## src/spsq_pkg.sv

```systemverilog
// ---------------------------------------------------------------------------
// spsq_pkg
// Shared types and constants of the servo pulse sequencer.
// ---------------------------------------------------------------------------
package spsq_pkg;

  localparam int NUM_CHANNELS_DEF  = 12;
  localparam int MIN_PULSE_DEF     = 544;
  localparam int MAX_PULSE_DEF     = 2400;
  localparam int DEFAULT_PULSE_DEF = 1500;

  localparam int WIDTH_W    = 12;   // stored pulse width
  localparam int OFF_W      = 8;    // signed 4 us offset
  localparam int LIM_W      = 14;   // signed limit
  localparam int SLOT_W     = 5;    // signed slot index, -1 is the gap
  localparam int ANGLE_W    = 9;
  localparam int DIVIDEND_W = 20;
  localparam int DIVISOR_W  = 13;

  localparam logic [15:0] REFRESH_RESET = 16'd20000;
  localparam int          ANGLE_SPAN    = 180;
  localparam int          ANGLE_LIMIT   = 360;
  localparam int          FRAME_GUARD   = 4;

  typedef enum logic [2:0] {
    ACT_TICK   = 3'd0,
    ACT_WRITE  = 3'd1,
    ACT_ATTACH = 3'd2,
    ACT_DETACH = 3'd3,
    ACT_READ   = 3'd4
  } action_t;

  typedef enum logic [2:0] {
    S_IDLE,
    S_RD,
    S_LIM,
    S_EXEC,
    S_DIV,
    S_FIN
  } state_t;

  localparam logic CFG_REFRESH  = 1'b0;
  localparam logic CFG_CHANNELS = 1'b1;

  typedef struct packed {
    logic                  start;
    logic [DIVIDEND_W-1:0] dividend;
    logic [DIVISOR_W-1:0]  divisor;
  } div_req_t;

  typedef struct packed {
    logic                  done;
    logic [DIVIDEND_W-1:0] quotient;
  } div_rsp_t;

endpackage

```

## src/spsq_ram.sv

```systemverilog
// ---------------------------------------------------------------------------
// spsq_ram
// Generic single-port-write, single-port-read RAM with registered read.
// ---------------------------------------------------------------------------
module spsq_ram #(
  parameter int WIDTH = 8,
  parameter int DEPTH = 16,
  parameter int AW    = (DEPTH > 1) ? $clog2(DEPTH) : 1
) (
  input  logic             clk,
  input  logic             we,
  input  logic [AW-1:0]    waddr,
  input  logic [WIDTH-1:0] wdata,
  input  logic [AW-1:0]    raddr,
  output logic [WIDTH-1:0] rdata
);

  logic [WIDTH-1:0] mem [DEPTH];

  always_ff @(posedge clk) begin
    if (we) begin
      mem[waddr] <= wdata;
    end
    rdata <= mem[raddr];
  end

endmodule

```

## src/spsq_div.sv

```systemverilog
// ---------------------------------------------------------------------------
// spsq_div
// Restoring unsigned divider, one quotient bit per cycle.
// ---------------------------------------------------------------------------
module spsq_div (
  input  logic               clk,
  input  logic               rst_n,
  input  spsq_pkg::div_req_t req,
  output spsq_pkg::div_rsp_t rsp
);

  localparam int DW = spsq_pkg::DIVIDEND_W;
  localparam int SW = spsq_pkg::DIVISOR_W;
  localparam int CW = $clog2(DW + 1);

  logic          busy_r;
  logic          done_r;
  logic [CW-1:0] cnt_r;
  logic [SW-1:0] rem_r;
  logic [SW-1:0] dsr_r;
  logic [DW-1:0] quo_r;
  logic [SW:0]   trial;
  logic          fits;

  assign trial = {rem_r, quo_r[DW-1]};
  assign fits  = (trial >= {1'b0, dsr_r});

  always_ff @(posedge clk) begin
    if (!rst_n) begin
      busy_r <= 1'b0;
      done_r <= 1'b0;
      cnt_r  <= '0;
    end else begin
      done_r <= 1'b0;
      if (req.start) begin
        busy_r <= 1'b1;
        cnt_r  <= CW'(DW);
      end else if (busy_r) begin
        cnt_r <= cnt_r - 1'b1;
        if (cnt_r == CW'(1)) begin
          busy_r <= 1'b0;
          done_r <= 1'b1;
        end
      end
    end
  end

  always_ff @(posedge clk) begin
    if (req.start) begin
      quo_r <= req.dividend;
      rem_r <= '0;
      dsr_r <= req.divisor;
    end else if (busy_r) begin
      rem_r <= fits ? SW'(trial - {1'b0, dsr_r}) : trial[SW-1:0];
      quo_r <= {quo_r[DW-2:0], fits};
    end
  end

  assign rsp.done     = done_r;
  assign rsp.quotient = quo_r;

endmodule

```

## src/servo_pulse_sequencer_top.sv

```systemverilog
// ---------------------------------------------------------------------------
// servo_pulse_sequencer_top
// Multi-channel servo pulse sequencer with a per-channel table in RAM.
// ---------------------------------------------------------------------------
// Use:
//  - in_* is a stream of command words: tick (one per microsecond), write
//    value, attach, detach and read. Each word yields exactly one out_* word
//    carrying the pulse levels after the command and, for a read, the
//    stored width, its angle and the attached flag.
//  - cfg_* writes the frame period (index 0) and channels_in_use (index 1);
//    write only while no command is in flight.
//  - Per-channel width and limit offsets sit in one RAM (registered read);
//    every command goes read, limit, execute, finish, with the RAM written
//    back in the finish cycle, so accesses never overlap.
//  - out_tvalid rises once a word has passed read, limit, execute and finish;
//    a read whose angle needs a division first waits in the divide state,
//    between execute and finish, for the 20-step divider. Angle writes scale
//    by 1/180 with a reciprocal multiply, no wait. One word is in flight at a
//    time and the next is taken the cycle after the finish.
//  - A result sits in the output register while the receiver stalls; the
//    next word is still accepted and worked up to the finish, which waits
//    for the output register to empty.
//  - Reset (synchronous, rst_n low) marks every RAM entry as unwritten
//    (reads back 1500 us with zero offsets), detaches all channels and
//    restores the configuration defaults. No clearing pass is needed.
// ---------------------------------------------------------------------------
module servo_pulse_sequencer_top #(
  parameter int NUM_CHANNELS  = spsq_pkg::NUM_CHANNELS_DEF,
  parameter int MIN_PULSE     = spsq_pkg::MIN_PULSE_DEF,
  parameter int MAX_PULSE     = spsq_pkg::MAX_PULSE_DEF,
  parameter int DEFAULT_PULSE = spsq_pkg::DEFAULT_PULSE_DEF
) (
  input  logic        clk,
  input  logic        rst_n,
  // command word: action[2:0], channel[6:3], value[22:7], min_us[34:23],
  // max_us[46:35], zero pad [47]
  input  logic        in_tvalid,
  output logic        in_tready,
  input  logic [47:0] in_tdata,
  // result word: pulse_levels[11:0], width_us[23:12], angle_deg[32:24],
  // is_attached[33], zero pad [39:34]
  output logic        out_tvalid,
  input  logic        out_tready,
  output logic [39:0] out_tdata,
  input  logic        cfg_wr_en,
  input  logic        cfg_index,
  input  logic [15:0] cfg_wdata
);

  localparam int NCH   = NUM_CHANNELS;
  localparam int AW    = (NCH > 1) ? $clog2(NCH) : 1;
  localparam int WW    = spsq_pkg::WIDTH_W;
  localparam int OW    = spsq_pkg::OFF_W;
  localparam int LW    = spsq_pkg::LIM_W;
  localparam int SW    = spsq_pkg::SLOT_W;
  localparam int DW    = spsq_pkg::DIVIDEND_W;
  localparam int VW    = spsq_pkg::DIVISOR_W;
  localparam int EW    = WW + 2 * OW;          // RAM word: width, min, max
  localparam int ANGLE_W_C = spsq_pkg::ANGLE_W;
  // x/180 = (x/4)/45: (x>>2) * ceil(2^23/45) >> 23, exact for 18-bit x>>2
  localparam int              RP_W        = 36;
  localparam int              ANGLE_SHIFT = 23;
  localparam logic [RP_W-1:0] ANGLE_RECIP = 36'd186414;

  // offset = (nominal - given)/4 toward zero, saturated to int8
  function automatic logic signed [OW-1:0] offset_of(input logic signed [LW-1:0] nominal,
                                                     input logic [WW-1:0] given);
    logic signed [LW:0] d;
    logic signed [LW:0] q;
    d = (LW+1)'(nominal) - $signed({2'b00, given});
    q = (d < 0) ? -((-d) >>> 2) : (d >>> 2);
    if (q < -128)     offset_of = OW'(-128);
    else if (q > 127) offset_of = OW'(127);
    else              offset_of = OW'(q);
  endfunction

  spsq_pkg::state_t state_r, state_nxt;

  // configuration
  logic [15:0] refresh_r;
  logic [3:0]  chans_r;

  // sequencer state
  logic [NCH-1:0]       act_r, act_nxt;
  logic [NCH-1:0]       vld_r, vld_nxt;
  logic [NCH-1:0]       levels_r, levels_nxt;
  logic signed [SW-1:0] slot_r, slot_nxt;
  logic [15:0]          cnt_r, cnt_nxt;
  logic [15:0]          total_r, total_nxt;

  // command word
  spsq_pkg::action_t  it_act_r;
  logic [3:0]         it_ch_r;
  logic signed [15:0] it_val_r;
  logic [WW-1:0]      it_min_r, it_max_r;

  // entry being worked on
  logic                 rd_vld_r;
  logic [WW-1:0]        ent_w_r;
  logic signed [OW-1:0] ent_min_r, ent_max_r;
  logic signed [LW-1:0] lo_r, hi_r;
  logic                 neg_r, zero_r;
  logic [DW-1:0]        scaled_r;

  // output register
  logic        out_valid_r;
  logic [39:0] out_data_r;

  // RAM
  logic          ram_we;
  logic [AW-1:0] ram_waddr, ram_raddr;
  logic [EW-1:0] ram_wdata, ram_rdata;

  // divider
  spsq_pkg::div_req_t div_req;
  spsq_pkg::div_rsp_t div_rsp;

  logic                 in_fire, out_free, ch_ok, ang_mode;
  logic [SW-1:0]        slot_inc;
  logic [4:0]           used;
  logic signed [LW:0]   den, num;
  logic [VW-1:0]        den_mag, num_mag;
  logic [7:0]           v_cl;
  logic [WW-1:0]        levels_out;
  logic [DW-1:0]        q;
  logic [RP_W-1:0]      recip_prod;
  logic [DW-1:0]        wq;
  logic signed [DW+1:0] cand;
  logic signed [DW+1:0] clamped;
  logic [WW-1:0]        w_store;
  logic [ANGLE_W_C-1:0] ang_out;
  logic signed [OW-1:0] new_min, new_max;
  logic                 ex_div, ex_zero, ex_neg;
  logic [DW-1:0]        ex_dividend;
  logic [VW-1:0]        ex_divisor;
  logic [39:0]          out_data_nxt;

  assign in_fire   = in_tvalid && in_tready;
  assign in_tready = (state_r == spsq_pkg::S_IDLE);
  assign out_free  = !out_valid_r || out_tready;
  assign ch_ok     = ({1'b0, it_ch_r} < 5'(NCH));
  assign ang_mode  = (it_val_r < 16'(MIN_PULSE));
  assign slot_inc  = SW'(slot_r + 1'b1);
  assign used      = ({1'b0, chans_r} > 5'(NCH)) ? 5'(NCH) : {1'b0, chans_r};

  // ---- configuration port ----
  always_ff @(posedge clk) begin
    if (!rst_n) begin
      refresh_r <= spsq_pkg::REFRESH_RESET;
      chans_r   <= '0;
    end else if (cfg_wr_en) begin
      case (cfg_index)
        spsq_pkg::CFG_REFRESH:  refresh_r <= cfg_wdata;
        spsq_pkg::CFG_CHANNELS: chans_r   <= cfg_wdata[3:0];
        default: ;
      endcase
    end
  end

  // ---- table RAM ----
  spsq_ram #(
    .WIDTH (EW),
    .DEPTH (NCH)
  ) u_ram (
    .clk   (clk),
    .we    (ram_we),
    .waddr (ram_waddr),
    .wdata (ram_wdata),
    .raddr (ram_raddr),
    .rdata (ram_rdata)
  );

  // tick reads the next slot's entry, everything else the addressed channel
  assign ram_raddr = (it_act_r == spsq_pkg::ACT_TICK) ? slot_inc[AW-1:0] : it_ch_r[AW-1:0];

  spsq_div u_div (
    .clk   (clk),
    .rst_n (rst_n),
    .req   (div_req),
    .rsp   (div_rsp)
  );

  // ---- next state ----
  always_comb begin
    state_nxt = state_r;
    case (state_r)
      spsq_pkg::S_IDLE: if (in_fire) state_nxt = spsq_pkg::S_RD;
      spsq_pkg::S_RD:   state_nxt = spsq_pkg::S_LIM;
      spsq_pkg::S_LIM:  state_nxt = spsq_pkg::S_EXEC;
      spsq_pkg::S_EXEC: state_nxt = ex_div ? spsq_pkg::S_DIV : spsq_pkg::S_FIN;
      spsq_pkg::S_DIV:  if (div_rsp.done) state_nxt = spsq_pkg::S_FIN;
      spsq_pkg::S_FIN:  if (out_free) state_nxt = spsq_pkg::S_IDLE;
      default:          state_nxt = spsq_pkg::S_IDLE;
    endcase
  end

  // ---- execute: decide on a division, form the angle-write product ----
  always_comb begin
    den         = (LW+1)'(hi_r) - (LW+1)'(lo_r);
    num         = $signed({3'b000, ent_w_r}) + 15'sd1 - (LW+1)'(lo_r);
    den_mag     = VW'((den < 0) ? -den : den);
    num_mag     = VW'((num < 0) ? -num : num);
    v_cl        = (it_val_r < 0) ? 8'd0 :
                  (it_val_r > 16'sd180) ? 8'(spsq_pkg::ANGLE_SPAN) : it_val_r[7:0];
    ex_div      = 1'b0;
    ex_zero     = 1'b1;
    ex_neg      = 1'b0;
    ex_dividend = '0;
    ex_divisor  = '0;
    case (it_act_r)
      spsq_pkg::ACT_WRITE: begin
        // angle times the limit span |hi - lo|, scaled by 1/180 in the finish cycle
        if (ch_ok && ang_mode) begin
          ex_neg      = (den < 0);
          ex_dividend = DW'(v_cl * den_mag);
        end
      end
      spsq_pkg::ACT_READ: begin
        if (ch_ok && den != 0 && num != 0 && ((num < 0) == (den < 0))) begin
          ex_div      = 1'b1;
          ex_zero     = 1'b0;
          ex_dividend = DW'(num_mag * 8'(spsq_pkg::ANGLE_SPAN));
          ex_divisor  = den_mag;
        end
      end
      default: ;
    endcase
    div_req.start    = (state_r == spsq_pkg::S_EXEC) && ex_div;
    div_req.dividend = ex_dividend;
    div_req.divisor  = ex_divisor;
  end

  // ---- finish: state update, write-back and result ----
  always_comb begin
    act_nxt    = act_r;
    vld_nxt    = vld_r;
    levels_nxt = levels_r;
    slot_nxt   = slot_r;
    cnt_nxt    = cnt_r;
    total_nxt  = total_r;
    ram_we     = 1'b0;
    ram_waddr  = it_ch_r[AW-1:0];
    ram_wdata  = {ent_w_r, ent_min_r, ent_max_r};
    q          = div_rsp.quotient;
    recip_prod = RP_W'(scaled_r[DW-1:2]) * ANGLE_RECIP;
    wq         = DW'(recip_prod[RP_W-1:ANGLE_SHIFT]);
    cand       = ang_mode ? ((neg_r ? -$signed({2'b00, wq}) : $signed({2'b00, wq})) + lo_r)
                          : (DW+2)'(it_val_r);
    if (cand < lo_r)      clamped = (DW+2)'(lo_r);
    else if (cand > hi_r) clamped = (DW+2)'(hi_r);
    else                  clamped = cand;
    if (clamped < 0)                  w_store = '0;
    else if (clamped > (DW+2)'(4095)) w_store = '1;
    else                              w_store = clamped[WW-1:0];
    new_min    = offset_of(LW'(MIN_PULSE), it_min_r);
    new_max    = offset_of(LW'(MAX_PULSE), it_max_r);
    ang_out    = zero_r ? '0 :
                 (q > DW'(spsq_pkg::ANGLE_LIMIT)) ? ANGLE_W_C'(spsq_pkg::ANGLE_LIMIT)
                                                   : q[ANGLE_W_C-1:0];
    if (state_r == spsq_pkg::S_FIN && out_free) begin
      case (it_act_r)
        spsq_pkg::ACT_TICK: begin
          if (act_r != '0) begin
            if (cnt_r <= 16'd1) begin
              if (slot_r < 0) begin
                total_nxt = '0;
              end else if ({1'b0, slot_r[SW-2:0]} < {1'b0, chans_r} &&
                           act_r[slot_r[AW-1:0]]) begin
                levels_nxt[slot_r[AW-1:0]] = 1'b0;
              end
              if (slot_inc < used) begin
                slot_nxt  = slot_inc;
                cnt_nxt   = 16'(ent_w_r);
                total_nxt = total_nxt + 16'(ent_w_r);
                if (act_r[slot_inc[AW-1:0]]) levels_nxt[slot_inc[AW-1:0]] = 1'b1;
              end else begin
                if (17'(total_nxt) + 17'(spsq_pkg::FRAME_GUARD) < 17'(refresh_r)) begin
                  cnt_nxt = refresh_r - total_nxt;
                end else begin
                  cnt_nxt = 16'd1;
                end
                slot_nxt = '1;
              end
            end else begin
              cnt_nxt = cnt_r - 1'b1;
            end
          end
        end
        spsq_pkg::ACT_WRITE: begin
          if (ch_ok) begin
            ram_we    = 1'b1;
            ram_wdata = {w_store, ent_min_r, ent_max_r};
            vld_nxt[it_ch_r[AW-1:0]] = 1'b1;
          end
        end
        spsq_pkg::ACT_ATTACH: begin
          if (ch_ok) begin
            ram_we    = 1'b1;
            ram_wdata = {WW'(DEFAULT_PULSE), new_min, new_max};
            vld_nxt[it_ch_r[AW-1:0]] = 1'b1;
            if (act_r == '0) cnt_nxt = refresh_r;
            act_nxt[it_ch_r[AW-1:0]] = 1'b1;
          end
        end
        spsq_pkg::ACT_DETACH: begin
          if (ch_ok) act_nxt[it_ch_r[AW-1:0]] = 1'b0;
        end
        default: ;
      endcase
    end
  end

  for (genvar i = 0; i < WW; i++) begin : g_lv
    if (i < NCH) begin : g_on
      assign levels_out[i] = levels_nxt[i];
    end else begin : g_off
      assign levels_out[i] = 1'b0;
    end
  end

  always_comb begin
    out_data_nxt = {6'b0, 1'b0, 9'b0, 12'b0, levels_out};
    if (it_act_r == spsq_pkg::ACT_READ && ch_ok) begin
      out_data_nxt = {6'b0, act_r[it_ch_r[AW-1:0]], ang_out, ent_w_r, levels_out};
    end
  end

  // ---- registers ----
  always_ff @(posedge clk) begin
    if (!rst_n) begin
      state_r     <= spsq_pkg::S_IDLE;
      act_r       <= '0;
      vld_r       <= '0;
      levels_r    <= '0;
      slot_r      <= '1;
      cnt_r       <= spsq_pkg::REFRESH_RESET;
      total_r     <= '0;
      out_valid_r <= 1'b0;
    end else begin
      state_r  <= state_nxt;
      act_r    <= act_nxt;
      vld_r    <= vld_nxt;
      levels_r <= levels_nxt;
      slot_r   <= slot_nxt;
      cnt_r    <= cnt_nxt;
      total_r  <= total_nxt;
      if (state_r == spsq_pkg::S_FIN && out_free) begin
        out_valid_r <= 1'b1;
      end else if (out_tready) begin
        out_valid_r <= 1'b0;
      end
    end
  end

  always_ff @(posedge clk) begin
    if (in_fire) begin
      it_act_r <= spsq_pkg::action_t'(in_tdata[2:0]);
      it_ch_r  <= in_tdata[6:3];
      it_val_r <= $signed(in_tdata[22:7]);
      it_min_r <= in_tdata[34:23];
      it_max_r <= in_tdata[46:35];
    end
    if (state_r == spsq_pkg::S_RD) begin
      rd_vld_r <= vld_r[ram_raddr];
    end
    if (state_r == spsq_pkg::S_LIM) begin
      // unwritten entries read as default width with zero offsets
      ent_w_r   <= rd_vld_r ? ram_rdata[EW-1 -: WW] : WW'(DEFAULT_PULSE);
      ent_min_r <= rd_vld_r ? $signed(ram_rdata[2*OW-1 -: OW]) : '0;
      ent_max_r <= rd_vld_r ? $signed(ram_rdata[OW-1:0]) : '0;
      lo_r <= LW'(MIN_PULSE) - (LW'(rd_vld_r ? $signed(ram_rdata[2*OW-1 -: OW]) : 8'sd0) <<< 2);
      hi_r <= LW'(MAX_PULSE) - (LW'(rd_vld_r ? $signed(ram_rdata[OW-1:0]) : 8'sd0) <<< 2);
    end
    if (state_r == spsq_pkg::S_EXEC) begin
      neg_r    <= ex_neg;
      zero_r   <= ex_zero;
      scaled_r <= ex_dividend;
    end
    if (state_r == spsq_pkg::S_FIN && out_free) begin
      out_data_r <= out_data_nxt;
    end
  end

  assign out_tvalid = out_valid_r;
  assign out_tdata  = out_data_r;

  // ---- assertions ----
  a_ram_we_fin : assert property (@(posedge clk) disable iff (!rst_n)
    ram_we |-> (state_r == spsq_pkg::S_FIN))
    else $error("table written outside finish");

  a_slot_range : assert property (@(posedge clk) disable iff (!rst_n)
    (slot_r == '1) || (5'(slot_r) < 5'(NCH)))
    else $error("slot index out of range");

  a_div_wait : assert property (@(posedge clk) disable iff (!rst_n)
    (state_r == spsq_pkg::S_DIV && !div_rsp.done) |=> (state_r == spsq_pkg::S_DIV))
    else $error("left divide wait early");

  a_fin_stall : assert property (@(posedge clk) disable iff (!rst_n)
    (state_r == spsq_pkg::S_FIN && !out_free) |=> (state_r == spsq_pkg::S_FIN))
    else $error("finish overran a waiting result");

endmodule

```

## config.mk

```make
export PLATFORM = sky130hd
export DESIGN_NAME = servo_pulse_sequencer_top
export DESIGN_NICKNAME = d
export VERILOG_FILES = /design/src/spsq_pkg.sv /design/src/spsq_ram.sv /design/src/spsq_div.sv /design/src/servo_pulse_sequencer_top.sv
export SDC_FILE = /design/constraint.sdc
export NUM_CORES = 2
export LEC_CHECK = 0
export ABC_AREA = 1
export ABC_CLOCK_PERIOD_IN_PS = 14420
export BUFFER_PORTS_ARGS = -buffer_cell sky130_fd_sc_hd__buf_2
export CAP_MARGIN = 0
export CORE_MARGIN = 3
export CORE_UTILIZATION = 60
export DETAILED_ROUTE_END_ITERATION = 10
export GPL_ROUTABILITY_DRIVEN = 0
export PLACE_DENSITY_LB_ADDON = 0.2
export SETUP_SLACK_MARGIN = 0.4
export SLEW_MARGIN = 20
export SYNTH_ARGS = -nofsm -noshare
export SYNTH_HDL_FRONTEND = slang
export SYNTH_HIERARCHICAL = 1
export SYNTH_SLANG_ARGS = --single-unit
```

## constraint.sdc

```tcl
create_clock -name clk -period 14.42 [get_ports clk]
set_clock_uncertainty 0.1 [all_clocks]
set_input_delay 4.326 -clock clk [delete_from_list [all_inputs] [get_ports clk]]
set_output_delay 4.326 -clock clk [all_outputs]
set_load 0.02 [all_outputs]
```

Yosys cells after proc, flatten, opt, wreduce, memory -nomap -nowiden --
Memory sizes are Yosys's and may differ from the RTL's. A register that Yosys moved wholly into a read port is not among the register bits. Cells that the tools add are included.
Operators by class: eq/ne operators 18, reduce and logical (&&, ||, !) cells 38, $lt $le $gt $ge 31, $mul 3, bitwise logic cells 11, multiplexer cells 95, add/sub/neg operators 22
Operators by type and width (number):
- $mux 12 | 18
- $mux 16 | 12
- $mux 22 | 4
- $mux 28 | 3
- $mux 20 | 4
- $reduce_bool 32->1 | 2
- $neg 13->15 | 4
- $pmux 28 s2 | 1
- $mux 8 | 6
- $pmux 20 s2 | 1
- $mux 13 | 3
- $or 12x12->12 | 3
- $mul 18x17->35 const B | 1
- $pmux 16 s2 | 1
- $gt 15x8->1 const B | 2
- $lt 15x1->1 const B | 2
- $lt 15x8->1 const B | 2
- $mux 15 | 2
- $sub 14x14->15 | 2
- $lt 13x1->1 const B | 2
- $neg 13->13 | 2
- $and 12x12->12 | 2
- $not 12->12 | 2
- $pmux 12 s2 | 1
- other kinds (63) | 136
Word-level totals: bits in writable memories 336, input port bits 70, bits in registers 316, output and inout bits 42, memories kept 1
Memory list:
- u_ram.mem | depth 12, bits a word 28, rd ports 1, clocked after memory_dff 1, wr ports 1, line spsq_ram.sv:18 | logic [WIDTH-1:0] mem [DEPTH];

Logic depth before layout (Yosys ltp) --
depth after elaboration 19, depth in mapped cells 54, depth with buffers taken out 53

Modules after synthesis --
Netlist, hierarchy kept.
Modules (own cells, without submodules):
- servo_pulse_sequencer_top | sequential area each 6446.2 um^2, area an instance 27259.9 um^2, cells each 3634, instances 1
- spsq_ram | sequential area each 10650.2 um^2, area an instance 14541.4 um^2, cells each 1296, instances 1
- spsq_div | sequential area each 1391.3 um^2, area an instance 3129.3 um^2, cells each 402, instances 1

Worst setup path after synthesis --
OpenSTA, ideal clock, no wires.
path type in2reg, start point input out_tready, end point memory u_ram/mem[11][0] (netlist name), enable pin, stages 8, path slack 5770 ps, library setup time 413 ps, buffers on the path 0, data arrival time 8137 ps, cells stage by stage nor2_1 > nor2_1 > inv_1 > nor2_1 > nand2_1 > inv_1 > nand3_1 > nor2_1
Between the ends: cells in the longest elaborated chain, start to end 5
RTL lines:
- start, declared | line servo_pulse_sequencer_top.sv:43 | input logic out_tready,
- $logic_or 1x1->1 | line servo_pulse_sequencer_top.sv:140 | assign out_free = !out_valid_r || out_tready;
- $logic_and 1x1->1 | line servo_pulse_sequencer_top.sv:260 | if (state_r == spsq_pkg::S_FIN && out_free) begin
- $mux 1 | line servo_pulse_sequencer_top.sv:260
- via ram_we | line servo_pulse_sequencer_top.sv:110 | logic ram_we;
- $mux 1 | line spsq_ram.sv:21 | if (we) begin
- $mux 1 (not written as such) | line spsq_ram.sv:22 | mem[waddr] <= wdata;
- end, declared | line spsq_ram.sv:18
The timed path passes the listed nets, and every way through them passes these cells.

Final worst setup path --
start point register scaled_r[12], end point memory u_ram/mem[10][27] (netlist name), data pin
Between the ends: cells in the longest elaborated chain, start to end 14
RTL lines:
- start, declared | line servo_pulse_sequencer_top.sv:103 | logic [DW-1:0] scaled_r;
- start signal, assigned | line servo_pulse_sequencer_top.sv:377 | scaled_r <= ex_dividend;
- $mul 18x17->35 * | line servo_pulse_sequencer_top.sv:245 | recip_prod = RP_W'(scaled_r[DW-1:2]) * ANGLE_RECIP;
- $neg 13->22 | line servo_pulse_sequencer_top.sv:247 | cand = ang_mode ? ((neg_r ? -$signed({2'b00, wq}) : $signed({2'b00, wq})) + lo_r)
- $mux 22 * | line servo_pulse_sequencer_top.sv:247
- $add 22x14->22 * | line servo_pulse_sequencer_top.sv:247
- $mux 22 * | line servo_pulse_sequencer_top.sv:247
- $gt 22x14->1 | line servo_pulse_sequencer_top.sv:250 | else if (cand > hi_r) clamped = (DW+2)'(hi_r);
- $mux 22 | line servo_pulse_sequencer_top.sv:250
- $mux 22 * | line servo_pulse_sequencer_top.sv:249 | if (cand < lo_r) clamped = (DW+2)'(lo_r);
- $gt 22x13->1 | line servo_pulse_sequencer_top.sv:253 | else if (clamped > (DW+2)'(4095)) w_store = '1;
- $mux 12 | line servo_pulse_sequencer_top.sv:253
- $mux 12 * | line servo_pulse_sequencer_top.sv:252 | if (clamped < 0) w_store = '0;
- $mux 28 * | line servo_pulse_sequencer_top.sv:290 | if (ch_ok) begin
- $pmux 28 s2 * | line servo_pulse_sequencer_top.sv:261 | case (it_act_r)
- $mux 28 * | line servo_pulse_sequencer_top.sv:260
- via ram_wdata[27] | line servo_pulse_sequencer_top.sv:112 | logic [EW-1:0] ram_wdata, ram_rdata;
Mark *: on every way through the listed nets, which the timed path passes. The rest lies on a longest branch.

==> flow_summary.json <==
{
  "avgSynthCellArea_um2": 8.43,
  "first_pass_iters": 8,
  "core_area_um2": 73600,
  "dieWidth_um": 280,
  "tns_ns": 0,
  "post_cts_buffers": 0,
  "relSlewSlack": 0.216,
  "drv_cap": 0,
  "rsz0062_at_grt": "false",
  "ys_ff_latch": 664,
  "clk_path_buf_depth": 3,
  "power_density_nw_per_um2": 191,
  "yosys_warnings": 6,
  "grt.overflow.total": 0,
  "fp-row-count": 99,
  "ir_drop_v": 0.000269,
  "grt_pass1_vias": 34100,
  "ctsResizeCount": 0,
  "max_freq_mhz": 95.5,
  "syn_to_final_growth_pct": 9.28,
  "cellLeakagePower_nw": 22.9,
  "numCtsBuffers": 72,
  "post-route-period-util": 0.726,
  "setup_slack_ns": 3.95,
  "start_util": 0.611,
  "htreeDepth": 3,
  "hpwl_um": 81000,
  "layout_min_cycle_time_ns": 10.47,
  "cp-end-kind": "flip-flop",
  "routedWlPerCell_um": 17.6,
  "cpPeakStageDelay_ns": 0.56,
  "clockRootBuffer": "clkbuf_16",
  "n_antenna_cell": 0,
  "die_y_um": 280,
  "drt_iter0_drc": 3125,
  "hold_viol_final": 0,
  "fin_nets": 5999,
  "tritoncts": "done",
  "outcome": "complete, no violations",
  "grt_start_max_net_pins": 153,
  "grt_use_total": 0.289,
  "hold_path.class": "reg -> reg",
  "netSwitchingPower_mw": 4.10,
  "insertion_delay_ns": 0.65,
  "die-area_um2": 78200,
  "ys_seq_area_frac": 0.411,
  "clkPwrFrac": 0.207,
  "cts.clk_slew.worst_paths_ns": 0.06,
  "startpoint_type": "flip-flop",
  "p_int_mw": 5.27,
  "clock-sinks": 664,
  "cts_hold_buf": 0,
  "netlist_instances": 5332,
  "place_ws_ns": 4.20,
  "required_ns": 14.62,
  "fillCellCount": 5899,
  "drt_wl_total_um": 114000,
  "drive_above_1_share": 0.0642,
  "comb_power_share": 0.555,
  "port_buffers": 104,
  "grt_pass1_wl_um": 178000,
  "finalSetupViolations": 0,
  "crit_slowest_cell": "fa_1",
  "cp.arrival_ns": 10.66,
  "antenna_found_initial": 0,
  "io_pins": 112,
  "vias": 35700,
  "antenna_left": 0,
  "power_frac_seq": 0.238,
  "syn-cell-area_um2": 44900,
  "swShare": 0.438,
  "worstSetupPathType": "reg -> reg",
  "worst_pin_slew_ns": 1.17,
  "drc": 0,
  "vias_per_cell": 5.54,
  "crit_path_frequent_cell": "nand2_1",
  "synth.distinct_cells": 66,
  "slew_violations": 0,
  "crit_fanout": 12
}
path summary, 6_finish.rpt:
path / start / end / slack (ns) / cells after the start
max: scaled_r[12] / u_ram/mem[10][27] / 3.95 / 47
min: vld_r[7] / vld_r[7] / 0.35 / 2
max reg2reg: scaled_r[12] / u_ram/mem[10][27] / 3.95 / 47
min reg2reg: vld_r[7] / vld_r[7] / 0.35 / 2
sequential cells by signal, summed over array words and instances (netlist names), 16 cells and up, named ones only:
register,flops
it_val_r,16
u_ram/mem,336
refresh_r,16
scaled_r,18
u_div/quo_r,20
total_r,16
cnt_r,16
out_tdata,34
u_ram/rdata,28
critical path: cells and delay by family, from the launching register on:
kind            cells  cell delay [ns]
fa+ha+maj          10             4.27
simple gates       23             2.95
compound gates      8             1.65
buf+inv             5             0.45
xor+xnor            1             0.17
flops               1             0.55
per-layer routing:
metal  part of all wire  GRT usage  wire (µm)
met1               0.41      0.378      46600
met2               0.47      0.484      53700
met3              0.079     0.0485       9020
met4              0.037      0.112       4210
met5                  0          0          0
cell usage after synthesis (all sizes together):
cell type,number,area (µm²)
a211oi,7,52.6
a21boi,6,45.0
a21o,5,37.5
a21oi,250,1270
a221oi,4,35.0
a22o,3,26.3
a22oi,8,60.1
a2bb2oi,1,8.76
a311oi,1,8.76
a31oi,13,81.3
a32o,1,10.0
a41oi,1,8.76
and2,4,27.5
and3,3,18.8
buf,68,394
clkbuf,68,255
clkinv,6,22.5
conb,1,3.75
dfxtp,145,2900
edfxtp,519,15600
fa,173,3460
ha,334,4180
inv,1033,3880
nand2,1209,4610
nand3,331,1740
nand3b,6,45.0
nand4,73,472
nor2,431,1660
nor3,48,255
nor3b,2,15.0
nor4,8,50.1
o2111ai,4,35.0
o211ai,39,293
o21a,3,22.5
o21ai,299,1500
o21bai,16,120
o221ai,9,78.8
o22ai,17,106
o311ai,1,8.76
o31ai,6,45.0
o32ai,1,8.76
o41ai,1,8.76
or2,14,87.6
xnor2,48,420
xor2,112,981
cell type report:
cell class	count	area, µm²	share of cell area
multi-input cells	3503	22100	0.450
repair buffers	142	878	0.0179
clock inverters	38	558	0.0114
inverters	1039	3910	0.0797
well taps	959	1200	0.0244
clock buffers	96	1970	0.0402
flip-flops and latches	664	18500	0.377
cell usage in the layout (no fill, tap or decap), types with 12 or more instances in the layout:
master	n
o21bai_1	16
clkinv_1	15
nand4_1	72
buf_2	104
o21ai_1	56
a21oi_1	248
nor2_1	401
inv_1	1020
xnor2_1	48
clkbuf_1	18
ha_1	334
o211ai_1	39
edfxtp_1	519
or2_2	12
a31oi_1	13
nand2_1	1185
fa_1	173
clkbuf_16	74
o21ai_0	239
o22ai_1	17
nor3_1	45
nor2_2	12
xor2_1	112
dfxtp_1	145
nand2_2	21
nor2_4	18
buf_4	34
nand3_1	318
through the flow:
stage	utilization	instance area (µm²)	cells	hold slack, ns	total power, mW
6_report	0.667	49100	6441	0.349	9.37
5_1_grt	0.667	49100	6441	0.369	10.2
4_1_cts	0.666	49000	6439	0.353	9.37
3_5_place_dp	0.632	46500	6305	0.344	7.39
3_3_place_gp	0.631	46500	6303	0.338	7.29
2_1_floorplan	-	45000	5342	0.327	6.20
cells by family after synthesis:
family | count (synthesis) | share of synthesized area
buf+inv | 1175 | 0.101
compound gates | 696 | 0.0861
other cells | 1 | 0.0000835
fa+ha+maj | 507 | 0.170
xor+xnor | 160 | 0.0312
simple gates | 2129 | 0.200
flops | 664 | 0.411
power groups by stage:
stage / Combinational (mW) / Clock, mW / Sequential (mW)
floorplan: 3.97 / 0 / 2.24
global placement: 5.02 / 0 / 2.27
detailed placement: 5.12 / 0 / 2.27
CTS: 5.18 / 1.96 / 2.23
global route: 5.95 / 2.04 / 2.23
finish: 5.20 / 1.94 / 2.23
No activity file was read; power rests on OpenSTA's default activity.
